**src/sv/gap_pkg.sv**
```systemverilog
// Shared constants and controller-to-datapath types for the global average pooling unit.
package gap_pkg;

  localparam int SAMPLE_WIDTH_DEF     = 16;
  localparam int MAX_SPATIAL_LOG2_DEF = 16;

  // Configuration registers are 17 bits wide; there are two of them.
  localparam int CFG_W       = 17;
  localparam int CFG_IDX_W   = 1;
  localparam int GROUP_IDX_W = 16;

  localparam logic [CFG_IDX_W-1:0] REG_SPATIAL_SIZE = 1'b0;
  localparam logic [CFG_IDX_W-1:0] REG_GROUP_COUNT  = 1'b1;

  typedef struct packed {
    logic                   sample_take;  // a sample beat is accepted this cycle
    logic                   group_close;  // that sample ends its group; launch division
    logic                   div_step;     // run one divider iteration
    logic                   out_load;     // move the quotient into the output register
    logic [GROUP_IDX_W-1:0] group_index;  // position of the closing group
    logic                   last_group;   // closing group is the tensor's final one
  } gap_cmd_t;

  typedef struct packed {
    logic div_last;  // divider is on its final iteration
  } gap_status_t;

endpackage

```
**src/sv/gap_if.sv**
```systemverilog
// Valid/ready stream interfaces for the sample input and the average output.
interface gap_in_if #(
  parameter int SAMPLE_WIDTH = gap_pkg::SAMPLE_WIDTH_DEF
);
  logic                           valid;
  logic                           ready;
  logic signed [SAMPLE_WIDTH-1:0] sample;

  modport source (output valid, output sample, input ready);
  modport sink   (input valid, input sample, output ready);
endinterface

interface gap_out_if #(
  parameter int SAMPLE_WIDTH = gap_pkg::SAMPLE_WIDTH_DEF
);
  logic                                    valid;
  logic                                    ready;
  logic signed [SAMPLE_WIDTH-1:0]          average;
  logic [gap_pkg::GROUP_IDX_W-1:0]         group_index;
  logic                                    last_group;

  modport source (output valid, output average, output group_index, output last_group,
                  input ready);
  modport sink   (input valid, input average, input group_index, input last_group,
                  output ready);
endinterface

```
**src/sv/global_average_pool_unit.sv**
```systemverilog
// Top level of the global average pooling unit: controller, datapath and channel wiring.
//
//   channel  | direction | payload                              | role
//   ---------+-----------+--------------------------------------+------------------------------
//   in_ch    | sink      | sample                               | one Q8.8 tensor element a beat
//   out_ch   | source    | average, group_index, last_group     | one group mean a beat
//   cfg_*    | write     | cfg_index, cfg_data                  | spatial_size, group_count
//
// Samples are taken at one beat per cycle. When a sample closes a group, its sum goes to a
// restoring divider that produces one quotient bit per cycle, while the next group keeps
// accumulating. A group-closing sample is held off while the previous division is running or
// its quotient still waits for the output register, so short groups are paced by the divider.
// Reset is synchronous and active low; it clears the counters and sets both registers to one.
// The output register holds a finished beat while out_ch is stalled; input beats continue to
// be accepted during that stall until a group-closing sample finds the divider busy.
module global_average_pool_unit #(
  parameter int SAMPLE_WIDTH     = gap_pkg::SAMPLE_WIDTH_DEF,
  parameter int MAX_SPATIAL_LOG2 = gap_pkg::MAX_SPATIAL_LOG2_DEF
) (
  input  logic                          clk,
  input  logic                          rst_n,
  input  logic                          cfg_we,
  input  logic [gap_pkg::CFG_IDX_W-1:0] cfg_index,
  input  logic [gap_pkg::CFG_W-1:0]     cfg_data,
  gap_in_if.sink                        in_ch,
  gap_out_if.source                     out_ch
);
  import gap_pkg::*;

  // Counters and divisor span the largest allowed group size, 1 << MAX_SPATIAL_LOG2.
  localparam int NW = MAX_SPATIAL_LOG2 + 1;

  gap_cmd_t      cmd;
  gap_status_t   status;
  logic [NW-1:0] divisor;

  // The controller decides when a beat is taken, when a group closes and when the divider
  // iterates; it also owns the output valid flag.
  gap_ctrl #(
    .MAX_SPATIAL_LOG2 (MAX_SPATIAL_LOG2),
    .NW               (NW)
  ) u_ctrl (
    .clk       (clk),
    .rst_n     (rst_n),
    .cfg_we    (cfg_we),
    .cfg_index (cfg_index),
    .cfg_data  (cfg_data),
    .in_valid  (in_ch.valid),
    .in_ready  (in_ch.ready),
    .out_valid (out_ch.valid),
    .out_ready (out_ch.ready),
    .divisor   (divisor),
    .cmd       (cmd),
    .status    (status)
  );

  // The datapath sums the samples exactly, divides the magnitude and restores the sign, so
  // the mean is truncated toward zero.
  gap_dp #(
    .SAMPLE_WIDTH     (SAMPLE_WIDTH),
    .MAX_SPATIAL_LOG2 (MAX_SPATIAL_LOG2),
    .NW               (NW)
  ) u_dp (
    .clk         (clk),
    .rst_n       (rst_n),
    .sample      (in_ch.sample),
    .divisor     (divisor),
    .cmd         (cmd),
    .status      (status),
    .average     (out_ch.average),
    .group_index (out_ch.group_index),
    .last_group  (out_ch.last_group)
  );

endmodule

```
**src/sv/gap_ctrl.sv**
```systemverilog
// Controller: configuration registers, sample and group counters, divider sequencing.
module gap_ctrl #(
  parameter int MAX_SPATIAL_LOG2 = gap_pkg::MAX_SPATIAL_LOG2_DEF,
  parameter int NW               = MAX_SPATIAL_LOG2 + 1
) (
  input  logic                          clk,
  input  logic                          rst_n,
  input  logic                          cfg_we,
  input  logic [gap_pkg::CFG_IDX_W-1:0] cfg_index,
  input  logic [gap_pkg::CFG_W-1:0]     cfg_data,
  input  logic                          in_valid,
  output logic                          in_ready,
  output logic                          out_valid,
  input  logic                          out_ready,
  output logic [NW-1:0]                 divisor,
  output gap_pkg::gap_cmd_t             cmd,
  input  gap_pkg::gap_status_t          status
);
  import gap_pkg::*;

  localparam int EW   = (CFG_W > NW) ? CFG_W : NW;
  localparam int GX_W = (NW > GROUP_IDX_W) ? NW : GROUP_IDX_W;

  localparam logic [1:0] ST_IDLE = 2'd0;
  localparam logic [1:0] ST_DIV  = 2'd1;
  localparam logic [1:0] ST_WAIT = 2'd2;

  logic [CFG_W-1:0] spatial_r, groups_r;
  logic [NW-1:0]    cnt_r, cnt_nxt;
  logic [NW-1:0]    grp_r, grp_nxt;
  logic [1:0]       state_r, state_nxt;
  logic             out_valid_r, out_valid_nxt;

  logic [EW-1:0]    cap, spatial_w, groups_w, eff_n, eff_g;
  logic [NW:0]      cnt_inc, grp_inc;
  logic             closing, last, div_free, take, close, load;
  logic [GX_W-1:0]  grp_wide;

  // A zero register acts as one; anything above the cap acts as the cap.
  always_comb begin
    cap       = EW'(1) << MAX_SPATIAL_LOG2;
    spatial_w = EW'(spatial_r);
    groups_w  = EW'(groups_r);
    if (spatial_w == '0) begin
      eff_n = EW'(1);
    end else if (spatial_w > cap) begin
      eff_n = cap;
    end else begin
      eff_n = spatial_w;
    end
    if (groups_w == '0) begin
      eff_g = EW'(1);
    end else if (groups_w > cap) begin
      eff_g = cap;
    end else begin
      eff_g = groups_w;
    end
  end

  assign cnt_inc  = {1'b0, cnt_r} + (NW+1)'(1);
  assign grp_inc  = {1'b0, grp_r} + (NW+1)'(1);
  assign closing  = cnt_inc >= (NW+1)'(eff_n);
  assign last     = grp_inc >= (NW+1)'(eff_g);

  assign load     = (state_r == ST_WAIT) && (!out_valid_r || out_ready);
  assign div_free = (state_r == ST_IDLE) || load;
  assign in_ready = !closing || div_free;
  assign take     = in_valid && in_ready;
  assign close    = take && closing;

  assign grp_wide = GX_W'(grp_r);

  always_comb begin
    cmd.sample_take = take;
    cmd.group_close = close;
    cmd.div_step    = (state_r == ST_DIV);
    cmd.out_load    = load;
    cmd.group_index = grp_wide[GROUP_IDX_W-1:0];
    cmd.last_group  = last;
  end

  assign divisor   = NW'(eff_n);
  assign out_valid = out_valid_r;

  always_comb begin
    cnt_nxt = cnt_r;
    grp_nxt = grp_r;
    if (take) begin
      cnt_nxt = closing ? '0 : cnt_inc[NW-1:0];
    end
    if (close) begin
      grp_nxt = last ? '0 : grp_inc[NW-1:0];
    end
  end

  always_comb begin
    state_nxt = state_r;
    if (close) begin
      state_nxt = ST_DIV;
    end else begin
      unique case (state_r)
        ST_IDLE: state_nxt = ST_IDLE;
        ST_DIV:  state_nxt = status.div_last ? ST_WAIT : ST_DIV;
        ST_WAIT: state_nxt = load ? ST_IDLE : ST_WAIT;
        default: state_nxt = ST_IDLE;
      endcase
    end
  end

  always_comb begin
    if (load) begin
      out_valid_nxt = 1'b1;
    end else if (out_ready) begin
      out_valid_nxt = 1'b0;
    end else begin
      out_valid_nxt = out_valid_r;
    end
  end

  always_ff @(posedge clk) begin
    if (!rst_n) begin
      spatial_r   <= CFG_W'(1);
      groups_r    <= CFG_W'(1);
      cnt_r       <= '0;
      grp_r       <= '0;
      state_r     <= ST_IDLE;
      out_valid_r <= 1'b0;
    end else begin
      if (cfg_we) begin
        unique case (cfg_index)
          REG_SPATIAL_SIZE: spatial_r <= cfg_data;
          REG_GROUP_COUNT:  groups_r  <= cfg_data;
          default:          spatial_r <= spatial_r;
        endcase
      end
      cnt_r       <= cnt_nxt;
      grp_r       <= grp_nxt;
      state_r     <= state_nxt;
      out_valid_r <= out_valid_nxt;
    end
  end

endmodule

```
**src/sv/gap_dp.sv**
```systemverilog
// Datapath: running-sum accumulator, restoring divider and output payload registers.
module gap_dp #(
  parameter int SAMPLE_WIDTH     = gap_pkg::SAMPLE_WIDTH_DEF,
  parameter int MAX_SPATIAL_LOG2 = gap_pkg::MAX_SPATIAL_LOG2_DEF,
  parameter int NW               = MAX_SPATIAL_LOG2 + 1
) (
  input  logic                               clk,
  input  logic                               rst_n,
  input  logic signed [SAMPLE_WIDTH-1:0]     sample,
  input  logic [NW-1:0]                      divisor,
  input  gap_pkg::gap_cmd_t                  cmd,
  output gap_pkg::gap_status_t               status,
  output logic signed [SAMPLE_WIDTH-1:0]     average,
  output logic [gap_pkg::GROUP_IDX_W-1:0]    group_index,
  output logic                               last_group
);
  import gap_pkg::*;

  localparam int SUM_W  = SAMPLE_WIDTH + MAX_SPATIAL_LOG2 + 1;
  localparam int STEP_W = $clog2(SUM_W);

  logic [SUM_W-1:0]       acc_r, acc_nxt;
  logic [SUM_W-1:0]       quo_r, quo_nxt;
  logic [NW-1:0]          rem_r, rem_nxt;
  logic [NW-1:0]          dvs_r;
  logic [STEP_W-1:0]      step_r, step_nxt;
  logic                   neg_r;
  logic [GROUP_IDX_W-1:0] gidx_r;
  logic                   glast_r;
  logic [SAMPLE_WIDTH-1:0] avg_r;
  logic [GROUP_IDX_W-1:0] out_gidx_r;
  logic                   out_last_r;

  logic [SUM_W-1:0] sample_ext, sum_in, mag, res;
  logic [NW:0]      trial, diff;
  logic             ge;

  assign sample_ext = {{(SUM_W-SAMPLE_WIDTH){sample[SAMPLE_WIDTH-1]}}, sample};
  assign sum_in     = acc_r + sample_ext;
  assign mag        = sum_in[SUM_W-1] ? (~sum_in + SUM_W'(1)) : sum_in;

  // One quotient bit per cycle, most significant first.
  assign trial = {rem_r, quo_r[SUM_W-1]};
  assign diff  = trial - {1'b0, dvs_r};
  assign ge    = trial >= {1'b0, dvs_r};

  always_comb begin
    acc_nxt  = acc_r;
    quo_nxt  = quo_r;
    rem_nxt  = rem_r;
    step_nxt = step_r;
    if (cmd.sample_take) begin
      acc_nxt = cmd.group_close ? '0 : sum_in;
    end
    if (cmd.group_close) begin
      quo_nxt  = mag;
      rem_nxt  = '0;
      step_nxt = STEP_W'(SUM_W - 1);
    end else if (cmd.div_step) begin
      quo_nxt  = {quo_r[SUM_W-2:0], ge};
      rem_nxt  = ge ? diff[NW-1:0] : trial[NW-1:0];
      step_nxt = step_r - STEP_W'(1);
    end
  end

  assign status.div_last = (step_r == '0);
  assign res = neg_r ? (~quo_r + SUM_W'(1)) : quo_r;

  always_ff @(posedge clk) begin
    if (!rst_n) begin
      acc_r <= '0;
    end else begin
      acc_r <= acc_nxt;
    end
    quo_r  <= quo_nxt;
    rem_r  <= rem_nxt;
    step_r <= step_nxt;
    if (cmd.group_close) begin
      neg_r   <= sum_in[SUM_W-1];
      dvs_r   <= divisor;
      gidx_r  <= cmd.group_index;
      glast_r <= cmd.last_group;
    end
    if (cmd.out_load) begin
      avg_r      <= res[SAMPLE_WIDTH-1:0];
      out_gidx_r <= gidx_r;
      out_last_r <= glast_r;
    end
  end

  assign average     = avg_r;
  assign group_index = out_gidx_r;
  assign last_group  = out_last_r;

endmodule
```
**src/flat_wrapper.sv**
```systemverilog
// flat-port wrapper written by rule: the top's interface ports become plain ports
module global_average_pool_unit_flat import gap_pkg::*;
#(
  parameter int SAMPLE_WIDTH     = gap_pkg::SAMPLE_WIDTH_DEF,
  parameter int MAX_SPATIAL_LOG2 = gap_pkg::MAX_SPATIAL_LOG2_DEF
)
  (clk, rst_n, cfg_we, cfg_index, cfg_data, in_ch_valid, in_ch_sample, in_ch_ready, out_ch_valid, out_ch_average, out_ch_group_index, out_ch_last_group, out_ch_ready);
  gap_in_if #(.SAMPLE_WIDTH(SAMPLE_WIDTH)) in_ch_i ();
  gap_out_if #(.SAMPLE_WIDTH(SAMPLE_WIDTH)) out_ch_i ();
  input  logic clk;
  input  logic rst_n;
  input  logic cfg_we;
  input  logic [gap_pkg::CFG_IDX_W-1:0] cfg_index;
  input  logic [gap_pkg::CFG_W-1:0] cfg_data;
  input wire logic [$bits(in_ch_i.valid)-1:0] in_ch_valid;
  input wire logic [$bits(in_ch_i.sample)-1:0] in_ch_sample;
  output wire logic [$bits(in_ch_i.ready)-1:0] in_ch_ready;
  output wire logic [$bits(out_ch_i.valid)-1:0] out_ch_valid;
  output wire logic [$bits(out_ch_i.average)-1:0] out_ch_average;
  output wire logic [$bits(out_ch_i.group_index)-1:0] out_ch_group_index;
  output wire logic [$bits(out_ch_i.last_group)-1:0] out_ch_last_group;
  input wire logic [$bits(out_ch_i.ready)-1:0] out_ch_ready;
  assign in_ch_i.valid = in_ch_valid;
  assign in_ch_i.sample = in_ch_sample;
  assign in_ch_ready = in_ch_i.ready;
  assign out_ch_valid = out_ch_i.valid;
  assign out_ch_average = out_ch_i.average;
  assign out_ch_group_index = out_ch_i.group_index;
  assign out_ch_last_group = out_ch_i.last_group;
  assign out_ch_i.ready = out_ch_ready;
  global_average_pool_unit #(.SAMPLE_WIDTH(SAMPLE_WIDTH), .MAX_SPATIAL_LOG2(MAX_SPATIAL_LOG2)) u_core (.clk(clk), .rst_n(rst_n), .cfg_we(cfg_we), .cfg_index(cfg_index), .cfg_data(cfg_data), .in_ch(in_ch_i), .out_ch(out_ch_i));
endmodule
```
**config.mk**
```make
export PLATFORM = sky130hd
export DESIGN_NAME = global_average_pool_unit_flat
export DESIGN_NICKNAME = d
export VERILOG_FILES = /design/src/sv/gap_pkg.sv /design/src/sv/gap_if.sv /design/src/sv/global_average_pool_unit.sv /design/src/sv/gap_ctrl.sv /design/src/sv/gap_dp.sv /design/src/flat_wrapper.sv
export SDC_FILE = /design/constraint.sdc
export NUM_CORES = 1
export LEC_CHECK = 0
export BUFFER_PORTS_ARGS = -buffer_cell sky130_fd_sc_hd__buf_2
export CAP_MARGIN = 20
export CORE_AREA = 3 3 155 157
export CTS_CLUSTER_DIAMETER = 30
export CTS_CLUSTER_SIZE = 24
export DETAILED_ROUTE_END_ITERATION = 7
export DIE_AREA = 0 0 158 160
export PLACE_DENSITY = 0.78
export REMOVE_ABC_BUFFERS = 1
export SYNTH_ARGS = -nofsm -noshare
export SYNTH_HDL_FRONTEND = slang
export SYNTH_SLANG_ARGS = --single-unit
```
**constraint.sdc**
```tcl
create_clock -name clk -period 6.2 [get_ports clk]
set_input_delay 1.24 -clock clk [delete_from_list [all_inputs] [get_ports clk]]
set_output_delay 1.24 -clock clk [all_outputs]
set_load 0.01 [all_outputs]
```
Yosys cells after proc, flatten, opt, wreduce, memory -nomap -nowiden
Cells that the tools add are included.
{ "totals": {"in_bits": 39, "reg_bits": 228} }
{ "classes": {"n_mux": 18, "n_reduce_logical": 17, "n_eq_ne": 2, "order_cmp": 5, "add_sub_neg": 7, "bitwise": 4} }
{ "op_table": {"columns": ["operator", "count"], "rows": [
  ["two-way mux 33 bit", 4],
  ["two-way mux 17 bit", 7],
  ["greater-or-equal comparator 18 x 17 -> 1 bit", 3],
  ["adder 17 x 1 -> 18 bit (second input constant)", 2],
  ["greater-than comparator 17 bit (second input constant)", 2],
  ["zero test 17 bit", 2],
  ["adder 33 x 1 -> 33 bit (second input constant)", 1],
  ["adder 33 bit", 1],
  ["inverter 33 bit", 1],
  ["subtractor 17 bit", 1],
  ["adder 16 x 1 -> 16 bit (second input constant)", 1],
  ["two-way mux 16 bit", 1],
  ["inverter 16 bit", 1],
  ["zero test 6 bit", 1],
  ["subtractor 6 x 1 -> 6 bit (second input constant)", 1],
  ["two-way mux 2 bit", 2],
  ["case mux 2 bit (2 select lines)", 1],
  ["AND reduction 2 bit", 2],
  ["nonzero test 2 bit", 2],
  ["logical AND 1 bit", 3],
  ["logical OR 1 bit", 3],
  ["two-way mux 1 bit", 3],
  ["== test 2 x 1 -> 1 bit (second input constant)", 1],
  ["== test 2 bit (second input constant)", 1],
  ["4 further kinds", 6]
]} }

Logic depth before layout (Yosys ltp)
Gate-level depths: netlist (run 1).
{ "logic_depth": {"word_depth": 9, "ltp_mapped": 21} }

Cells and area by module
Synthesis (run 1) repeated with hierarchy kept, for this count alone.
{ "unflattened": {"hier_cells": 1590, "hier_area_um2": 14333.7} }
{ "modules_own_cells": {"columns": ["mod", "area_per_inst_um2", "n_inst", "cells_per_inst"], "rows": [
  ["gap_dp", 9495.4, 1, 966],
  ["gap_ctrl", 4838.4, 1, 624]
]} }

Worst setup path after synthesis (run 1)
No wires, ideal clock.
{ "synth_path": {"path_type": "in2reg", "start": "input port out_ch_ready", "end": "register u_core.u_dp.dvs_r[0], enable pin", "setup_ns": 0.413, "setup_slack_ns": 1.011, "path_stages": 6, "path_buffers": 1, "arrival_time_ns": 4.775, "cell_sequence": "nor2b_1 -> nor2b_1 -> nor2_1 -> or3b_2 -> inv_1 -> clkbuf_1"} }
{ "synth_lines": {"columns": ["element", "line_no", "rtl"], "rows": [
  ["start, declared", "flat_wrapper.sv:22", "input wire logic [$bits(out_ch_i.ready)-1:0] out_ch_ready;"],
  ["end signal, assigned", "gap_dp.sv:80", "dvs_r <= divisor;"],
  ["end, declared", "gap_dp.sv:25", "logic [NW-1:0] dvs_r;"]
]} }

Worst setup path after layout (run 1)
{ "layout_path": {"start": "register u_core.u_ctrl.cnt_r[0]", "end": "output port in_ch_ready"} }
{ "layout_between": {"elab_chain_cells": 4} }
{ "layout_lines": {"columns": ["element", "line_no", "rtl"], "rows": [
  ["start, declared", "gap_ctrl.sv:29", "logic [NW-1:0] cnt_r, cnt_nxt;"],
  ["start signal, assigned", "gap_ctrl.sv:136", "cnt_r <= cnt_nxt;"],
  ["adder 17 x 1 -> 18 bit", "gap_ctrl.sv:60", "assign cnt_inc = {1'b0, cnt_r} + (NW+1)'(1);"],
  ["greater-or-equal comparator 18 x 17 -> 1 bit", "gap_ctrl.sv:62", "assign closing = cnt_inc >= (NW+1)'(eff_n);"],
  ["zero test 1 bit", "gap_ctrl.sv:67", "assign in_ready = !closing || div_free;"],
  ["logical OR 1 bit", "gap_ctrl.sv:67", null],
  ["end, declared", "flat_wrapper.sv:17", "output wire logic [$bits(in_ch_i.ready)-1:0] in_ch_ready;"]
]} }
Every way passes these cells.

==> results of run 1 <==
==> area by class of cell <==
type	instances	area, sq um
inverter	75	282
multi-input combinational	1165	7520
clock buffer	50	1240
fill	1675	6830
sequential	228	5580
clock inverter	40	392
timing repair buffer	84	448
tap	285	357
==> synth_stat cells (all sizes together) (13+ instances only) <==
cell type / count / share of area, %
dfxtp: 127 / 19
and2: 17 / 0.78
nand3: 43 / 1.6
xnor2: 72 / 4.6
a22oi: 22 / 1.2
clkbuf: 52 / 1.4
a21o: 26 / 1.4
ha: 91 / 8.3
buf: 15 / 0.72
a21boi: 38 / 2.1
nand2: 227 / 6.2
nor2b: 36 / 1.7
edfxtp: 101 / 22
nor3: 23 / 0.84
nor2: 90 / 2.5
inv: 75 / 2.1
xor2: 34 / 2.2
and3: 22 / 1.0
a21oi: 104 / 3.8
o21ai: 105 / 3.9
a211oi: 13 / 0.75
nand2b: 14 / 0.66
nor4: 21 / 1.2
==> final timing paths <==
| path | startpoint | endpoint | slack, ps | cells after the start |
|---|---|---|---|---|
| worst min register to register | u_core.u_dp.gidx_r[1]$_DFFE_PP_ | u_core.u_dp.group_index[1]$_DFFE_PP_ | 410 | 0 |
| worst min-delay path | u_core.u_dp.gidx_r[1]$_DFFE_PP_ | u_core.u_dp.group_index[1]$_DFFE_PP_ | 410 | 0 |
| worst max register to register | u_core.u_ctrl.cnt_r[0]$_SDFFE_PN0N_ | u_core.u_dp.quo_r[26]$_DFFE_PP_ | 910 | 17 |
| worst max-delay path | u_core.u_ctrl.cnt_r[0]$_SDFFE_PN0N_ | in_ch_ready | 550 | 15 |
==> registers in the layout, summed over array words and instances (netlist names) <==
name / flops
u_core.u_ctrl.groups_r: 17
u_core.u_dp.group_index: 16
u_core.u_ctrl.grp_r: 17
u_core.u_dp.quo_r: 33
u_core.u_ctrl.out_valid: 1
u_core.u_dp.last_group: 1
u_core.u_ctrl.state_r: 2
u_core.u_dp.gidx_r: 16
u_core.u_dp.step_r: 6
u_core.u_ctrl.spatial_r: 17
u_core.u_dp.dvs_r: 17
u_core.u_dp.average: 16
u_core.u_dp.neg_r: 1
u_core.u_dp.rem_r: 17
u_core.u_dp.glast_r: 1
u_core.u_dp.acc_r: 33
u_core.u_ctrl.cnt_r: 17
==> layer usage <==
layer | share of wire (%) | GRT usage [%]
met1 | 43 | 35.1
met2 | 47 | 42.7
met3 | 6.8 | 4.82
met4 | 3.1 | 9.15
met5 | 0 | 0
==> critical path, stage by stage, from the launching register on <==
cell	delay [ps]
dfxtp_1	430
ha_1	270
and3_1	260
and3_1	280
and3_1	240
and2_1	200
nand3_1	100
xnor2_1	170
ha_1	220
nor4_1	220
o21ai_0	150
a2111oi_0	480
o311a_1	260
o31a_1	190
nand2b_1	230
buf_2	170
==> logic make-up after synthesis <==
group / count (synthesis)
flops: 228
mux: 9
buf+inv: 142
fa+ha+maj: 93
simple gates: 543
xor+xnor: 106
compound gates: 414
==> through the flow <==
stage / std cells / hold WS [ps]
finish: 1927 / 412
global route: 1927 / 414
CTS: 1926 / 412
detailed placement: 1836 / 405
global placement: 1836 / 401
floorplan: 1468 / 400
==> report_power, final <==
| group | leakage, nW | internal [mW] | switching [mW] |
|---|---|---|---|
| clock network | 0.800 | 1.62 | 0.917 |
| registers | 1.98 | 1.77 | 0.123 |
| logic | 3.79 | 0.715 | 1.07 |
| total | 6.57 | 4.11 | 2.11 |
==> results.cfg, run 1 <==
[synthesis]
ys_warn_count = 0
postSynthCellCount = 1535
ys_seq_area_share_pct = 40.8
ys_seq_elements = 228
synth_cell_types = 74
synth-xor-area-share_pct = 6.80
synth_top_family_by_area = compound AO/OA/AOI/OAI gates
muxShareOfSynthArea_pct = 0.678
synthSimpleGateAreaFrac_pct = 19.1
synth_edf_count = 101
synth_compound_area_share_pct = 19.7
syn_area_sq_um = 13600
postSynth.asyncResetShare_pct = 0
ys.flop_type = dfxtp_1
syn_area_per_cell_sq_um = 8.89
yosys.area_share.adder_pct = 8.64

[worst_setup_path]
worst-setup-path-type = flop to output pin
cp_max_fo = 5
required_ps = 4960
critPathLaunchType = flop
crit_arrival_ps = 4410
cp-end-kind = output pin

[detailed_routing]
post_drt_wl_per_cell_um = 17.4
dr.pass1.iters = 6
drt-initial-drc-count = 1076
route.final.wire_length_um = 33500
vias = 11600
avgViaCountPerCell = 6.02
remaining_drc_errors = 0
ant_nets = 0

[finish]
fin_area_sq_um = 15800
n_antenna_cell = 0
fin_nets = 1734
syn_to_final_growth_pct = 15.8
fin_util_pct = 69.8
final_cell_mix = nand2_1 (227), dfxtp_1 (127), a21oi_1 (104)
drive_gt1_share_pct = 12.5
layout_commonest_cell = nand2_1

[timing]
min_period_ps = 5650
finalHoldViolCount = 0
fin_skew_ps = 19.7
setup_violations = 0
fmax_mhz = 177
final_max_slew_viol_count = 0
setup_tns_ps = 0
timing.final.crit_share_pct = 91.1
worst_slew_margin_rel_pct = 34.6
fin_ws_ps = 550
worst_pin_slew_ps = 981
rsz0062_at_grt = no

[die]
die_area_sq_um = 25300
pin_count = 74
die-height_um = 160
fp-row-count = 55
die_w_um = 158
core_region_area_sq_um = 22600
start_util_pct = 60.3

[global_route]
grt.total_usage_pct = 26.2
grt_max_degree = 76
grt_pass1_wl_um = 54500
grt_overflow = 0
grt_pass1_vias = 11000
antenna_found_initial = 0

[hold_path]
hold_path_class = flop to flop

[clock_tree]
root_buffer = clkbuf_16
cts_sinks = 228
cts_setup_buffers = 0
ctsResizeCount = 0
clk-insertion-delay-late_ps = 540
cts_htree_levels = 2
holdBufCountCts = 0
clkSlewWorstSetupHoldPaths_ps = 50
cts_buffer_depth = 3
numCtsBuffers = 48
cts_tree = built

[pwr]
total_power_mw = 6.22
p_per_area_nw_per_um2 = 393
p_leak_nw = 6.57
vdd_drop_max_mv = 0.312

[placed_design]
pre_cts_slack_ps = 797
dp_hpwl_um = 22500
io_buffers = 73
place.gp.congestion = 0.921
placed_area_sq_um = 14200

[run]
max-cap-violations = 0

[status]
status = finished, final reports clean
Note: power is estimated with default switching activity, not from simulation.
==> run 2: changes to the inputs <==
clock period = 7.1 ns   (was 6.2 ns; I/O delays follow)
==> results.cfg, run 2 (same netlist as run 1, synthesis figures left out) <==
[status]
status = finished, final reports clean

[clock_tree]
numCtsBuffers = 49
cts_buffer_depth = 3
root_buffer = clkbuf_16
cts_htree_levels = 2
holdBufCountCts = 0
cts_setup_buffers = 0
ctsResizeCount = 0
clk-insertion-delay-late_ps = 560
clkSlewWorstSetupHoldPaths_ps = 50
cts_sinks = 228
cts_tree = built

[timing]
finalHoldViolCount = 0
setup_violations = 0
rsz0062_at_grt = no
fin_skew_ps = 22.6
setup_tns_ps = 0
fin_ws_ps = 1490
worst_pin_slew_ps = 1110
timing.final.crit_share_pct = 79.1
final_max_slew_viol_count = 0
whs_ps = 417
min_period_ps = 5610
fmax_mhz = 178
worst_slew_margin_rel_pct = 25.7

[global_route]
grt_pass1_vias = 11200
grt_overflow = 0
antenna_found_initial = 0
grt_pass1_wl_um = 54600
grt_max_degree = 63
grt.total_usage_pct = 26.2

[placed_design]
placed_area_sq_um = 14200
dp.cells = 1835
place.gp.congestion = 0.912
io_buffers = 73
dp_hpwl_um = 22800
pre_cts_slack_ps = 1280

[finish]
fin_util_pct = 70.0
syn_to_final_growth_pct = 16.1
layout_commonest_cell = nand2_1
finalNonFillerCells = 1926
fin_area_sq_um = 15800
reg_top3 = u_core.u_dp.acc_r x33, u_core.u_dp.quo_r x33
fin_nets = 1734
final_cell_mix = nand2_1 (227), dfxtp_1 (127), a21oi_1 (104)
fillCellCount = 1664
drive_gt1_share_pct = 12.2
n_antenna_cell = 0

[worst_setup_path]
crit_arrival_ps = 4190
worst-setup-path-type = flop to output pin
cp_max_fo = 5
ff2ff_path_depth = 18
cp-end-kind = output pin
required_ps = 5680
critPathLaunchType = flop
rrSetupSlack_ps = 1550

[detailed_routing]
post_drt_wl_per_cell_um = 17.3
vias = 11600
route.final.wire_length_um = 33300
drt-initial-drc-count = 1010
avgViaCountPerCell = 6.02
remaining_drc_errors = 0
dr.pass1.iters = 6
ant_nets = 0

[die]
die_area_sq_um = 25300
pin_count = 74
die_w_um = 158
fp-row-count = 55
die-height_um = 160
core_region_area_sq_um = 22600
start_util_pct = 60.3

[pwr]
vdd_drop_max_mv = 0.239
p_per_area_nw_per_um2 = 345
total_power_mw = 5.46
p_leak_nw = 6.57

[hold_path]
hold_depth = 0
hold_path_class = flop to flop

[run]
max-cap-violations = 0
[run 2: cell types whose count changed in the layout (fill, tap and decap cells not counted), sizes merged]
cell,before,now
buf,84,83
clkbuf,50,56
clkinv,14,8
clkinvlp,4,6
inv,94,92
[run 2: layout make-up]
| type | count | area [sq um] | share of cell area (%) |
|---|---|---|---|
| Timing Repair Buffer | 83 | 440 | 2.78 |
| Sequential cell | 228 | 5580 | 35.2 |
| Clock buffer | 56 | 1290 | 8.16 |
| Inverter | 75 | 282 | 1.78 |
| Tap cell | 285 | 357 | 2.25 |
| Clock inverter | 34 | 380 | 2.40 |
| Multi-Input combinational cell | 1165 | 7520 | 47.4 |
[run 2: metal layers]
metal / vias up / track usage [%] / wire (um)
li1: 5669 / - / -
met1: 5429 / 34.7 / 14500
met2: 412 / 42.3 / 15500
met3: 83 / 5.42 / 2300
met4: 0 / 10.2 / 1020
met5: - / 0 / 0
[run 2: worst paths after layout]
check	to	start
min	u_core.u_dp.group_index[10]$_DFFE_PP_	u_core.u_dp.gidx_r[10]$_DFFE_PP_
min reg2reg	u_core.u_dp.group_index[10]$_DFFE_PP_	u_core.u_dp.gidx_r[10]$_DFFE_PP_
max	in_ch_ready	u_core.u_ctrl.cnt_r[0]$_SDFFE_PN0N_
max reg2reg	u_core.u_ctrl.grp_r[13]$_SDFFE_PN0P_	u_core.u_ctrl.cnt_r[0]$_SDFFE_PN0N_
[run 2: report_power, final]
group	internal (mW)	switching (mW)	total (mW)
clock network	1.45	0.811	2.27
logic	0.623	0.923	1.55
registers	1.55	0.108	1.65
[run 2: critical path, cell delays in order (launching register included)]
cell	delay, ps
dfxtp_1	410
ha_1	250
and3_1	250
and3_1	270
and3_1	240
and2_1	200
nand3_1	110
xnor2_1	170
ha_1	210
nor4_1	240
o21ai_0	160
a2111oi_0	340
o311a_1	250
o31a_1	180
nand2b_1	200
buf_2	160
